## config.mk

```make
export PLATFORM = sky130hd
export DESIGN_NAME = menger_section_pixel_classifier
export DESIGN_NICKNAME = d
export VERILOG_FILES = /design/src/sv/msc_pkg.sv /design/src/sv/msc_scale.sv /design/src/sv/msc_level.sv /design/src/sv/menger_section_pixel_classifier.sv
export SDC_FILE = /design/constraint.sdc
export NUM_CORES = 2
export LEC_CHECK = 0
export BUFFER_PORTS_ARGS = -buffer_cell sky130_fd_sc_hd__buf_2
export CAP_MARGIN = 20
export CORE_MARGIN = 2
export CORE_UTILIZATION = 60
export CTS_CLUSTER_SIZE = 16
export DETAILED_ROUTE_END_ITERATION = 12
export HOLD_SLACK_MARGIN = 0.12
export PLACE_DENSITY = 0.77
export RECOVER_POWER = 50
export REMOVE_ABC_BUFFERS = 1
export SLEW_MARGIN = 0
export SYNTH_ARGS = -nofsm -noshare
export SYNTH_HDL_FRONTEND = slang
export SYNTH_SLANG_ARGS = --single-unit
```

## constraint.sdc

```tcl
create_clock -name clk -period 15.5 [get_ports clk]
set_clock_uncertainty 0.2 [all_clocks]
set_input_delay 0.775 -clock clk [delete_from_list [all_inputs] [get_ports clk]]
set_output_delay 0.775 -clock clk [all_outputs]
set_load 0.02 [all_outputs]
```

## src/sv/msc_pkg.sv

```systemverilog
// Shared types and constants for the Menger section pixel classifier.
package msc_pkg;

    // Fixed field widths
    localparam int COORD_W     = 12;
    localparam int DEPTH_W     = 4;
    localparam int PATTERN_W   = 8;
    localparam int RECIP_W     = 25;
    localparam int GRAY_W      = 8;

    // Coordinate bits used and fraction precision (Q1.FRAC_BITS)
    localparam int COORD_BITS  = 12;
    localparam int FRAC_BITS   = 24;
    localparam int FRAC_W      = FRAC_BITS + 1;
    localparam int PROD_W      = COORD_BITS + RECIP_W;

    localparam logic [FRAC_W-1:0] FRAC_ONE = FRAC_W'(1) << FRAC_BITS;

    // Configuration register indexes
    localparam int CFG_IDX_W = 2;
    localparam logic [CFG_IDX_W-1:0] REG_DEPTH   = 2'd0;
    localparam logic [CFG_IDX_W-1:0] REG_PATTERN = 2'd1;
    localparam logic [CFG_IDX_W-1:0] REG_RECIP   = 2'd2;

    // Register reset values
    localparam logic [DEPTH_W-1:0]   DEPTH_RESET   = 4'd4;
    localparam logic [PATTERN_W-1:0] PATTERN_RESET = 8'd0;
    localparam logic [RECIP_W-1:0]   RECIP_RESET   = 25'd7675;

    // Gray values
    localparam logic [GRAY_W-1:0] GRAY_INSIDE  = 8'd0;
    localparam logic [GRAY_W-1:0] GRAY_OUTSIDE = 8'd230;

    // Middle-third digit
    localparam logic [1:0] DIGIT_MID = 2'd1;

    typedef struct packed {
        logic [COORD_W-1:0] pixel_x;
        logic [COORD_W-1:0] pixel_y;
    } pixel_t;

    typedef struct packed {
        logic              is_inside;
        logic [GRAY_W-1:0] gray_level;
    } result_t;

    // Payload carried between pipeline stages
    typedef struct packed {
        logic [FRAC_W-1:0] frac_x;
        logic [FRAC_W-1:0] frac_y;
        logic              outside;
    } stage_t;

endpackage

```

## src/sv/msc_scale.sv

```systemverilog
// Input stage: scales both coordinates to saturated Q1.24 fractions.
module msc_scale (
    input  logic                     clk,
    input  logic                     rst_n,
    input  logic                     in_valid,
    input  msc_pkg::pixel_t          pixel,
    input  logic [msc_pkg::RECIP_W-1:0] recip,
    output logic                     out_valid,
    output msc_pkg::stage_t          out_stage
);
    import msc_pkg::*;

    logic [COORD_BITS-1:0] coord_x;
    logic [COORD_BITS-1:0] coord_y;
    logic [PROD_W-1:0]     prod_x;
    logic [PROD_W-1:0]     prod_y;
    logic                  valid_reg;
    stage_t                stage_reg;
    stage_t                stage_next;

    // Unused high coordinate bits are masked off
    assign coord_x = pixel.pixel_x[COORD_BITS-1:0];
    assign coord_y = pixel.pixel_y[COORD_BITS-1:0];

    assign prod_x = PROD_W'(coord_x) * PROD_W'(recip);
    assign prod_y = PROD_W'(coord_y) * PROD_W'(recip);

    // Saturate at 1.0
    always_comb
    begin
        stage_next.frac_x  = (prod_x > PROD_W'(FRAC_ONE)) ? FRAC_ONE : prod_x[FRAC_W-1:0];
        stage_next.frac_y  = (prod_y > PROD_W'(FRAC_ONE)) ? FRAC_ONE : prod_y[FRAC_W-1:0];
        stage_next.outside = 1'b0;
    end

    always_ff @(posedge clk or negedge rst_n)
    begin
        if (!rst_n)
            valid_reg <= 1'b0;
        else
            valid_reg <= in_valid;
    end

    always_ff @(posedge clk)
    begin
        stage_reg <= stage_next;
    end

    assign out_valid = valid_reg;
    assign out_stage = stage_reg;

endmodule

```

## src/sv/msc_level.sv

```systemverilog
// One base-3 digit level: extracts a digit per coordinate and tests the level.
module msc_level #(
    parameter int LEVEL = 0
) (
    input  logic                         clk,
    input  logic                         rst_n,
    input  logic [msc_pkg::DEPTH_W-1:0]  depth_levels,
    input  logic [msc_pkg::PATTERN_W-1:0] section_pattern,
    input  logic                         in_valid,
    input  msc_pkg::stage_t              in_stage,
    output logic                         out_valid,
    output msc_pkg::stage_t              out_stage
);
    import msc_pkg::*;

    localparam int TRIP_W = FRAC_BITS + 2;

    logic [TRIP_W-1:0] trip_x;
    logic [TRIP_W-1:0] trip_y;
    logic [1:0]        digit_x;
    logic [1:0]        digit_y;
    logic              mid_x;
    logic              mid_y;
    logic              pat_bit;
    logic              active;
    logic              hit;
    logic              valid_reg;
    stage_t            stage_reg;
    stage_t            stage_next;

    // Levels beyond the pattern width see a zero pattern bit
    assign pat_bit = (LEVEL < PATTERN_W) ? section_pattern[LEVEL % PATTERN_W] : 1'b0;
    assign active  = {1'b0, depth_levels} > (DEPTH_W + 1)'(LEVEL);

    // 3 * frac as frac + 2 * frac
    assign trip_x = {1'b0, in_stage.frac_x} + {in_stage.frac_x, 1'b0};
    assign trip_y = {1'b0, in_stage.frac_y} + {in_stage.frac_y, 1'b0};

    assign digit_x = trip_x[TRIP_W-1:FRAC_BITS];
    assign digit_y = trip_y[TRIP_W-1:FRAC_BITS];
    assign mid_x   = (digit_x == DIGIT_MID);
    assign mid_y   = (digit_y == DIGIT_MID);

    // Two or more of the pattern bit and the two middle-third marks put the pixel outside
    assign hit = (pat_bit & mid_x) | (pat_bit & mid_y) | (mid_x & mid_y);

    always_comb
    begin
        stage_next.frac_x  = {1'b0, trip_x[FRAC_BITS-1:0]};
        stage_next.frac_y  = {1'b0, trip_y[FRAC_BITS-1:0]};
        stage_next.outside = in_stage.outside | (active & hit);
    end

    always_ff @(posedge clk or negedge rst_n)
    begin
        if (!rst_n)
            valid_reg <= 1'b0;
        else
            valid_reg <= in_valid;
    end

    always_ff @(posedge clk)
    begin
        stage_reg <= stage_next;
    end

    assign out_valid = valid_reg;
    assign out_stage = stage_reg;

endmodule

```

## src/sv/menger_section_pixel_classifier.sv

```systemverilog
// Top level: configuration registers, scale stage, digit-level pipeline, result register.
//
// Pixel classifier for a planar Menger sponge section. One pixel can be started
// every clock; busy is never raised. Each result appears on result with done high
// for one cycle, after passing through the coordinate scaling multiply register,
// one pipeline stage per base-3 digit level (the stage count is set by MAX_LEVELS,
// not by depth_levels), and one output register.
// Results come out in start order and cannot be held off, so the receiver must
// take each one in the cycle it is shown. Registers are written through
// cfg_write/cfg_index/cfg_data and should only change while no pixel is in flight.
module menger_section_pixel_classifier #(
    parameter int MAX_LEVELS = 8
) (
    input  logic                          clk,
    input  logic                          rst_n,
    input  logic                          start,
    output logic                          busy,
    input  msc_pkg::pixel_t               pixel,
    output logic                          done,
    output msc_pkg::result_t              result,
    input  logic                          cfg_write,
    input  logic [msc_pkg::CFG_IDX_W-1:0] cfg_index,
    input  logic [msc_pkg::RECIP_W-1:0]   cfg_data
);
    import msc_pkg::*;

    logic [DEPTH_W-1:0]   depth_reg;
    logic [PATTERN_W-1:0] pattern_reg;
    logic [RECIP_W-1:0]   recip_reg;

    logic                 pipe_valid [MAX_LEVELS+1];
    stage_t               pipe_stage [MAX_LEVELS+1];

    logic                 done_reg;
    result_t              result_reg;
    result_t              result_next;

    // Configuration registers
    always_ff @(posedge clk or negedge rst_n)
    begin
        if (!rst_n)
        begin
            depth_reg   <= DEPTH_RESET;
            pattern_reg <= PATTERN_RESET;
            recip_reg   <= RECIP_RESET;
        end
        else if (cfg_write)
        begin
            unique case (cfg_index)
                REG_DEPTH:   depth_reg   <= cfg_data[DEPTH_W-1:0];
                REG_PATTERN: pattern_reg <= cfg_data[PATTERN_W-1:0];
                REG_RECIP:   recip_reg   <= cfg_data;
                default:     ;
            endcase
        end
    end

    // Pipeline never stalls
    assign busy = 1'b0;

    msc_scale u_scale (
        .clk       (clk),
        .rst_n     (rst_n),
        .in_valid  (start),
        .pixel     (pixel),
        .recip     (recip_reg),
        .out_valid (pipe_valid[0]),
        .out_stage (pipe_stage[0])
    );

    // One stage per digit level
    for (genvar g = 0; g < MAX_LEVELS; g++)
    begin : g_level
        msc_level #(
            .LEVEL (g)
        ) u_level (
            .clk             (clk),
            .rst_n           (rst_n),
            .depth_levels    (depth_reg),
            .section_pattern (pattern_reg),
            .in_valid        (pipe_valid[g]),
            .in_stage        (pipe_stage[g]),
            .out_valid       (pipe_valid[g+1]),
            .out_stage       (pipe_stage[g+1])
        );
    end

    // Result register
    always_comb
    begin
        result_next.is_inside  = ~pipe_stage[MAX_LEVELS].outside;
        result_next.gray_level = pipe_stage[MAX_LEVELS].outside ? GRAY_OUTSIDE : GRAY_INSIDE;
    end

    always_ff @(posedge clk or negedge rst_n)
    begin
        if (!rst_n)
            done_reg <= 1'b0;
        else
            done_reg <= pipe_valid[MAX_LEVELS];
    end

    always_ff @(posedge clk)
    begin
        result_reg <= result_next;
    end

    assign done   = done_reg;
    assign result = result_reg;

endmodule

```

Word level (Yosys, flattened, before mapping)
Cells that the tools add are included.
- add/sub/neg operators: 16
- multipliers: 2
- order comparisons: 10
- equal/unequal tests: 18
- multiplexer cells: 1
- bitwise gates (word level): 56
- reductions and logical operators: 4
- operators with widths (cell ; number):
    $add 24x25->26 ; 14
    $gt 37x25->1 const B ; 2
    $mul 12x25->37 ; 2
    $add 25x26->26 ; 2
    $eq 2x1->1 const B ; 17
    $and 1x1->1 ; 32
    $or 1x1->1 ; 23
    $gt 4x3->1 const B ; 4
    $gt 4x1->1 const B ; 2
    $gt 4x2->1 const B ; 2
    $mux 8 ; 1
    $reduce_and 2->1 ; 3
    $eq 2x2->1 const B ; 1
    $logic_not 2->1 ; 1
    $not 1->1 ; 1
- register bits: 450
- logic and storage cells: 146

Depth between registers and ports, before layout
- depth after elaboration: 7
- depth in mapped cells: 26
- depth with buffers taken out: 23

Modules after synthesis
A second synthesis with hierarchy kept.
- cell total of the unflattened synthesis: 5769
- area total of the unflattened synthesis: 50697.4 µm²
- modules (own cells, without submodules) (module ; times used ; cells each ; area each (µm²)):
    msc_scale ; 1 ; 2535 ; 21230.4
    msc_level (g_level[2].u_level) ; 1 ; 398 ; 3570.9
    msc_level (g_level[4].u_level) ; 1 ; 395 ; 3524.6
    msc_level (g_level[0].u_level) ; 1 ; 393 ; 3520.9
    msc_level (g_level[7].u_level) ; 1 ; 401 ; 3507.1
    msc_level (g_level[3].u_level) ; 1 ; 381 ; 3484.6
    msc_level (g_level[1].u_level) ; 1 ; 398 ; 3474.6
    msc_level (g_level[5].u_level) ; 1 ; 402 ; 3468.3
    msc_level (g_level[6].u_level) ; 1 ; 374 ; 3359.5
    menger_section_pixel_classifier ; 1 ; 92 ; 1556.5

Worst setup path before layout
No wires, ideal clock.
- path type: input port to flip-flop
- start point: input pixel[5] in the netlist's numbering
- end point: register u_scale.stage_reg (netlist bit u_scale.out_stage[23])
- arrival time: 6361 ps
- setup slack: 8879 ps
- cell stages on the path: 25
- cells stage by stage: clkbuf_1 -> clkbuf_1 -> nand2_1 -> fa_1 -> fa_1 -> inv_1 -> fa_1 -> fa_1 -> inv_1 -> fa_1 -> inv_1 -> ha_1 -> buf_2 -> a21o_1 -> a21o_1 -> a21o_1 -> a22oi_1 -> a21bo_2 -> nor2_1 -> o211ai_1 -> a2111oi_0 -> and4_1 -> and2_4 -> buf_4 -> and3_1
- cells in the longest elaborated chain, start to end: 2
- RTL lines (item ; line ; source):
    start: declaration ; menger_section_pixel_classifier.sv:18 ; input msc_pkg::pixel_t pixel,
    $mul 12x25->37 (*) ; msc_scale.sv:26 ; assign prod_y = PROD_W'(coord_y) * PROD_W'(recip);
    $gt 37x25->1 ; msc_scale.sv:32 ; stage_next.frac_y = (prod_y > PROD_W'(FRAC_ONE)) ? FRAC_ONE : prod_y[FRAC_W-1:0];
    end signal: assignment ; msc_scale.sv:46 ; stage_reg <= stage_next;
    end: declaration ; msc_scale.sv:18 ; stage_t stage_reg;
Mark *: on every way between the ends. The rest lies on a longest branch, timed or not.
A chain may end at the register's enable or synchronous reset.

Worst setup path after layout
- start point: register recip_reg[9]
- end point: register u_scale.stage_reg (netlist bit u_scale.out_stage[13])
- cells in the longest elaborated chain, start to end: 2
- RTL lines (item ; line ; source):
    start: declaration ; menger_section_pixel_classifier.sv:29 ; logic [RECIP_W-1:0] recip_reg;
    start signal: assignment ; menger_section_pixel_classifier.sv:52 ; REG_RECIP: recip_reg <= cfg_data;
    $mul 12x25->37 (*) ; msc_scale.sv:26 ;
    $gt 37x25->1 ; msc_scale.sv:32 ;
Marks and branches as above.

==> impl_metrics.json <==
{
  "status": "finished, violations left",
  "failed_checks": "max-capacitance violations, max-slew violations",
  "clk_pin_slew_ps": 60,
  "slew_viol_final": 74,
  "die-area_um2": 77800,
  "syn-instance-count": 5099,
  "yosysSeqAreaShare_pct": 20.1,
  "max_cap_violations": 2,
  "cpPeakStageDelay_ps": 1090,
  "synth-async-reset-ratio_pct": 10.6,
  "crit_chain": "nand2_1, fa_1, inv_1, fa_1, fa_1, fa_1, inv_1, fa_1, inv_1, ha_1, nand4_1, a2111oi_2, o311ai_1, and2_1, xnor2_1, nor4_1, nand4b_1, o21ai_1, nand3_2, nor3_1",
  "finalCriticalPeriod_ps": 7440,
  "cp.depth": 20,
  "cts.htree.levels": 2,
  "cts_sinks": 443,
  "crit_top_cell": "fa_1",
  "min_to": "g_level[3].u_level.out_stage[26]",
  "final_cells": 6097,
  "critical_path_class": "flop to flop",
  "grt_util_all_layers_pct": 24.2,
  "dp_slack_ps": 8000,
  "rr_worst_depth": 20,
  "ys_types": 96,
  "cp-end-kind": "flop",
  "crit_required_ps": 15820,
  "use_met2_pct": 44.2,
  "grt_max_degree": 48,
  "fin_area_um2": 48100,
  "die_x_um": 279,
  "overflow": 0,
  "holdCritStartpoint": "g_level[2].u_level.out_stage[26]",
  "ys.flop_type": "dfxtp_1",
  "crit_fanout": 25,
  "ant_nets": 0,
  "antenna_found_initial": 1,
  "met3_usage_pct": 3.14,
  "max_slew_margin_pct": -79.2,
  "cts_tree": "done",
  "core-area_um2": 74600,
  "hold_class": "flop to flop",
  "largest_register_ffs": 344,
  "hold_violations": 0,
  "clock_latency_ps": 610,
  "place_congestion": 0.892,
  "setup_ws_ps": 8060,
  "critPathLaunchType": "flop",
  "yosys_warnings": 0,
  "detail_route.wl_per_cell_um": 15.2,
  "tns_ps": 0,
  "num_vias": 35000,
  "port_buffers": 61,
  "grtUsageMet1_pct": 28.5,
  "critical_path_buf_inv_count": 3,
  "rsz0062_at_grt": "no",
  "cp-startpoint": "recip_reg[9]",
  "rrSetupSlack_ps": 8060,
  "worst_pin_slew_ps": 2690,
  "arrival_ps": 7760,
  "finalCritPeriodShare_pct": 48.0,
  "finalSetupViolCount": 0,
  "syn_area_um2": 45300,
  "fmax_mhz": 134,
  "dp_hpwl_um": 71500,
  "initial_utilization_pct": 60.8,
  "drt_iter0_markers": 1744,
  "synth_top_cell_area_share_pct": 20.9,
  "cts_buffers": 49,
  "rows": 100,
  "worst_path_max_delay_cell": "dfrtp_1",
  "drive_gt1_share_pct": 4.58,
  "synth-seq-cells": 443,
  "holdPathStages": 0,
  "cp_top_family": "adder cells",
  "cts_root_buf": "clkbuf_16",
  "placed_area_um2": 46300,
  "grt_pass1_wl_um": 159000,
  "routed_via_density": 5.74,
  "nets": 6161,
  "io_pins": 66,
  "drt_pass1_iterations": 5,
  "route.detailed.drc": 0,
  "grt_pass1_vias": 35400,
  "avgSynthCellArea_um2": 8.89,
  "r2r_start": "recip_reg[9]",
  "die_y_um": 279,
  "synth_edf_count": 0,
  "cts_buffer_depth": 3,
  "synth_top_area_cell": "fa_1",
  "totalWireLength_um": 92600,
  "yosys-top-cells-area": "fa_1 21%, dfxtp_1 17%, ha_1 15%",
  "synthToLayoutAreaGrowth_pct": 6.02,
  "rr_endpoint": "u_scale.out_stage[13]",
  "busiest_layer": "met2",
  "cts_resized": 0,
  "dp_cells": 6003
}
[metrics by stage]
step | hold slack [ps] | utilization, %
6_report | 141 | 64.5
2_1_floorplan | 131 | -
5_1_grt | 146 | 64.4
4_1_cts | 142 | 64.5
3_5_place_dp | 136 | 62.2
3_3_place_gp | 134 | 62.2
[per-layer routing]
layer  up-vias  routed length (um)  part of all wire [%]
met5         -                   0                     0
met4         0                3710                   4.0
met3       265                4900                   5.3
met2       892               46700                    50
met1     16900               37200                    40
li1      17000                   -                     -
[synth_stat cells (8+ instances only)]
cell type  number
nand2b_1       43
or2_2          16
nand2_1       591
a31oi_1        34
dfstp_2        12
o21a_1         65
nor4_1         13
o31a_1         10
dfrtp_1        35
nor3_1         64
o211ai_1       22
mux2_2         40
fa_1          474
ha_1          546
xnor2_1       233
xor2_1         76
a21o_1        162
o21bai_1       41
o31ai_1        25
a31o_2         12
nand3_1        62
and2_1        180
a211oi_1       36
and3_1         48
inv_1         685
o221ai_1       10
o21ai_0       190
nor2_1        238
o22ai_1         8
and4_1          9
a2111oi_0       8
or3_1          16
nand4_1        28
a21oi_1       304
clkbuf_1      119
a211o_1        10
a221oi_1        8
a21boi_0       11
buf_4           9
o2111ai_1       8
nor2b_1        64
dfxtp_1       396
[worst max-delay path by stage]
stage	end	slack [ps]
floorplan	u_scale.out_stage[26]	9220
global placement	u_scale.out_stage[13]	8200
detailed placement	u_scale.out_stage[13]	8000
CTS	u_scale.out_stage[38]	8120
global route	u_scale.out_stage[45]	7620
finish	u_scale.out_stage[13]	8060
[worst register-to-register path: stages, from the launching register on]
cell       delay [ps]
dfrtp_1          1090
nand2_1           190
fa_1              560
inv_1              60
fa_1              560
fa_1              440
fa_1              510
inv_1              60
fa_1              470
inv_1              40
ha_1              430
nand4_1           190
a2111oi_2         480
o311ai_1          190
and2_1            220
xnor2_1           160
nor4_1            250
nand4b_1          130
o21ai_1           590
nand3_2           310
nor3_1            230
[final cells by class]
class	count	area, um^2
Multi-Input combinational cell	3841	33100
Clock inverter	17	255
Clock buffer	74	1470
Inverter	685	2570
Timing Repair Buffer	66	325
Fill cell	6077	26500
Tap cell	969	1210
Sequential cell	443	9120
Antenna cell	2	5.00
[layout by cell type (no fill, tap or decap), types with 16 or more instances in the layout]
cell type	instances
and3_1	48
dfxtp_1	396
dfrtp_1	35
ha_1	546
xnor2_1	233
nand3_1	62
a31oi_1	34
clkbuf_16	49
a211oi_1	36
o211ai_1	22
nor2_1	238
buf_2	51
nand2b_1	43
xor2_1	76
fa_1	474
nand2_1	591
o21bai_1	41
inv_1	685
a21oi_1	304
o31ai_1	25
o21ai_0	190
and2_1	178
a21o_1	162
nor3_1	64
mux2_2	40
o21a_1	65
or2_2	16
clkbuf_1	22
or3_1	16
nor2b_1	64
nand4_1	28
[what timing repair did]
item,CTS,global route
setup endpoints to repair,0,0
endpoints found under the hold margin,35,0
setup buffers,0,0
hold buffers,1,0
[cells by family (layout without fill, tap and decap cells)]
| family | Yosys count | count (layout) | share of synthesized area, % |
|---|---|---|---|
| and+or+nand+nor | 1417 | 1417 | 14.9 |
| muxes | 47 | 47 | 1.15 |
| AOI/OAI and AO/OA | 1042 | 1042 | 14.9 |
| DFF | 443 | 443 | 20.1 |
| xor gates and xnor gates | 309 | 309 | 5.97 |
| other | 1 | 6 | 0.00827 |
| adders and majority gates | 1022 | 1022 | 36.0 |
| buffers and inverters | 818 | 842 | 6.87 |
Power is left out: the tool's default activity adds up to more than one toggle a clock period on the data nets, which glitch-free logic cannot reach.
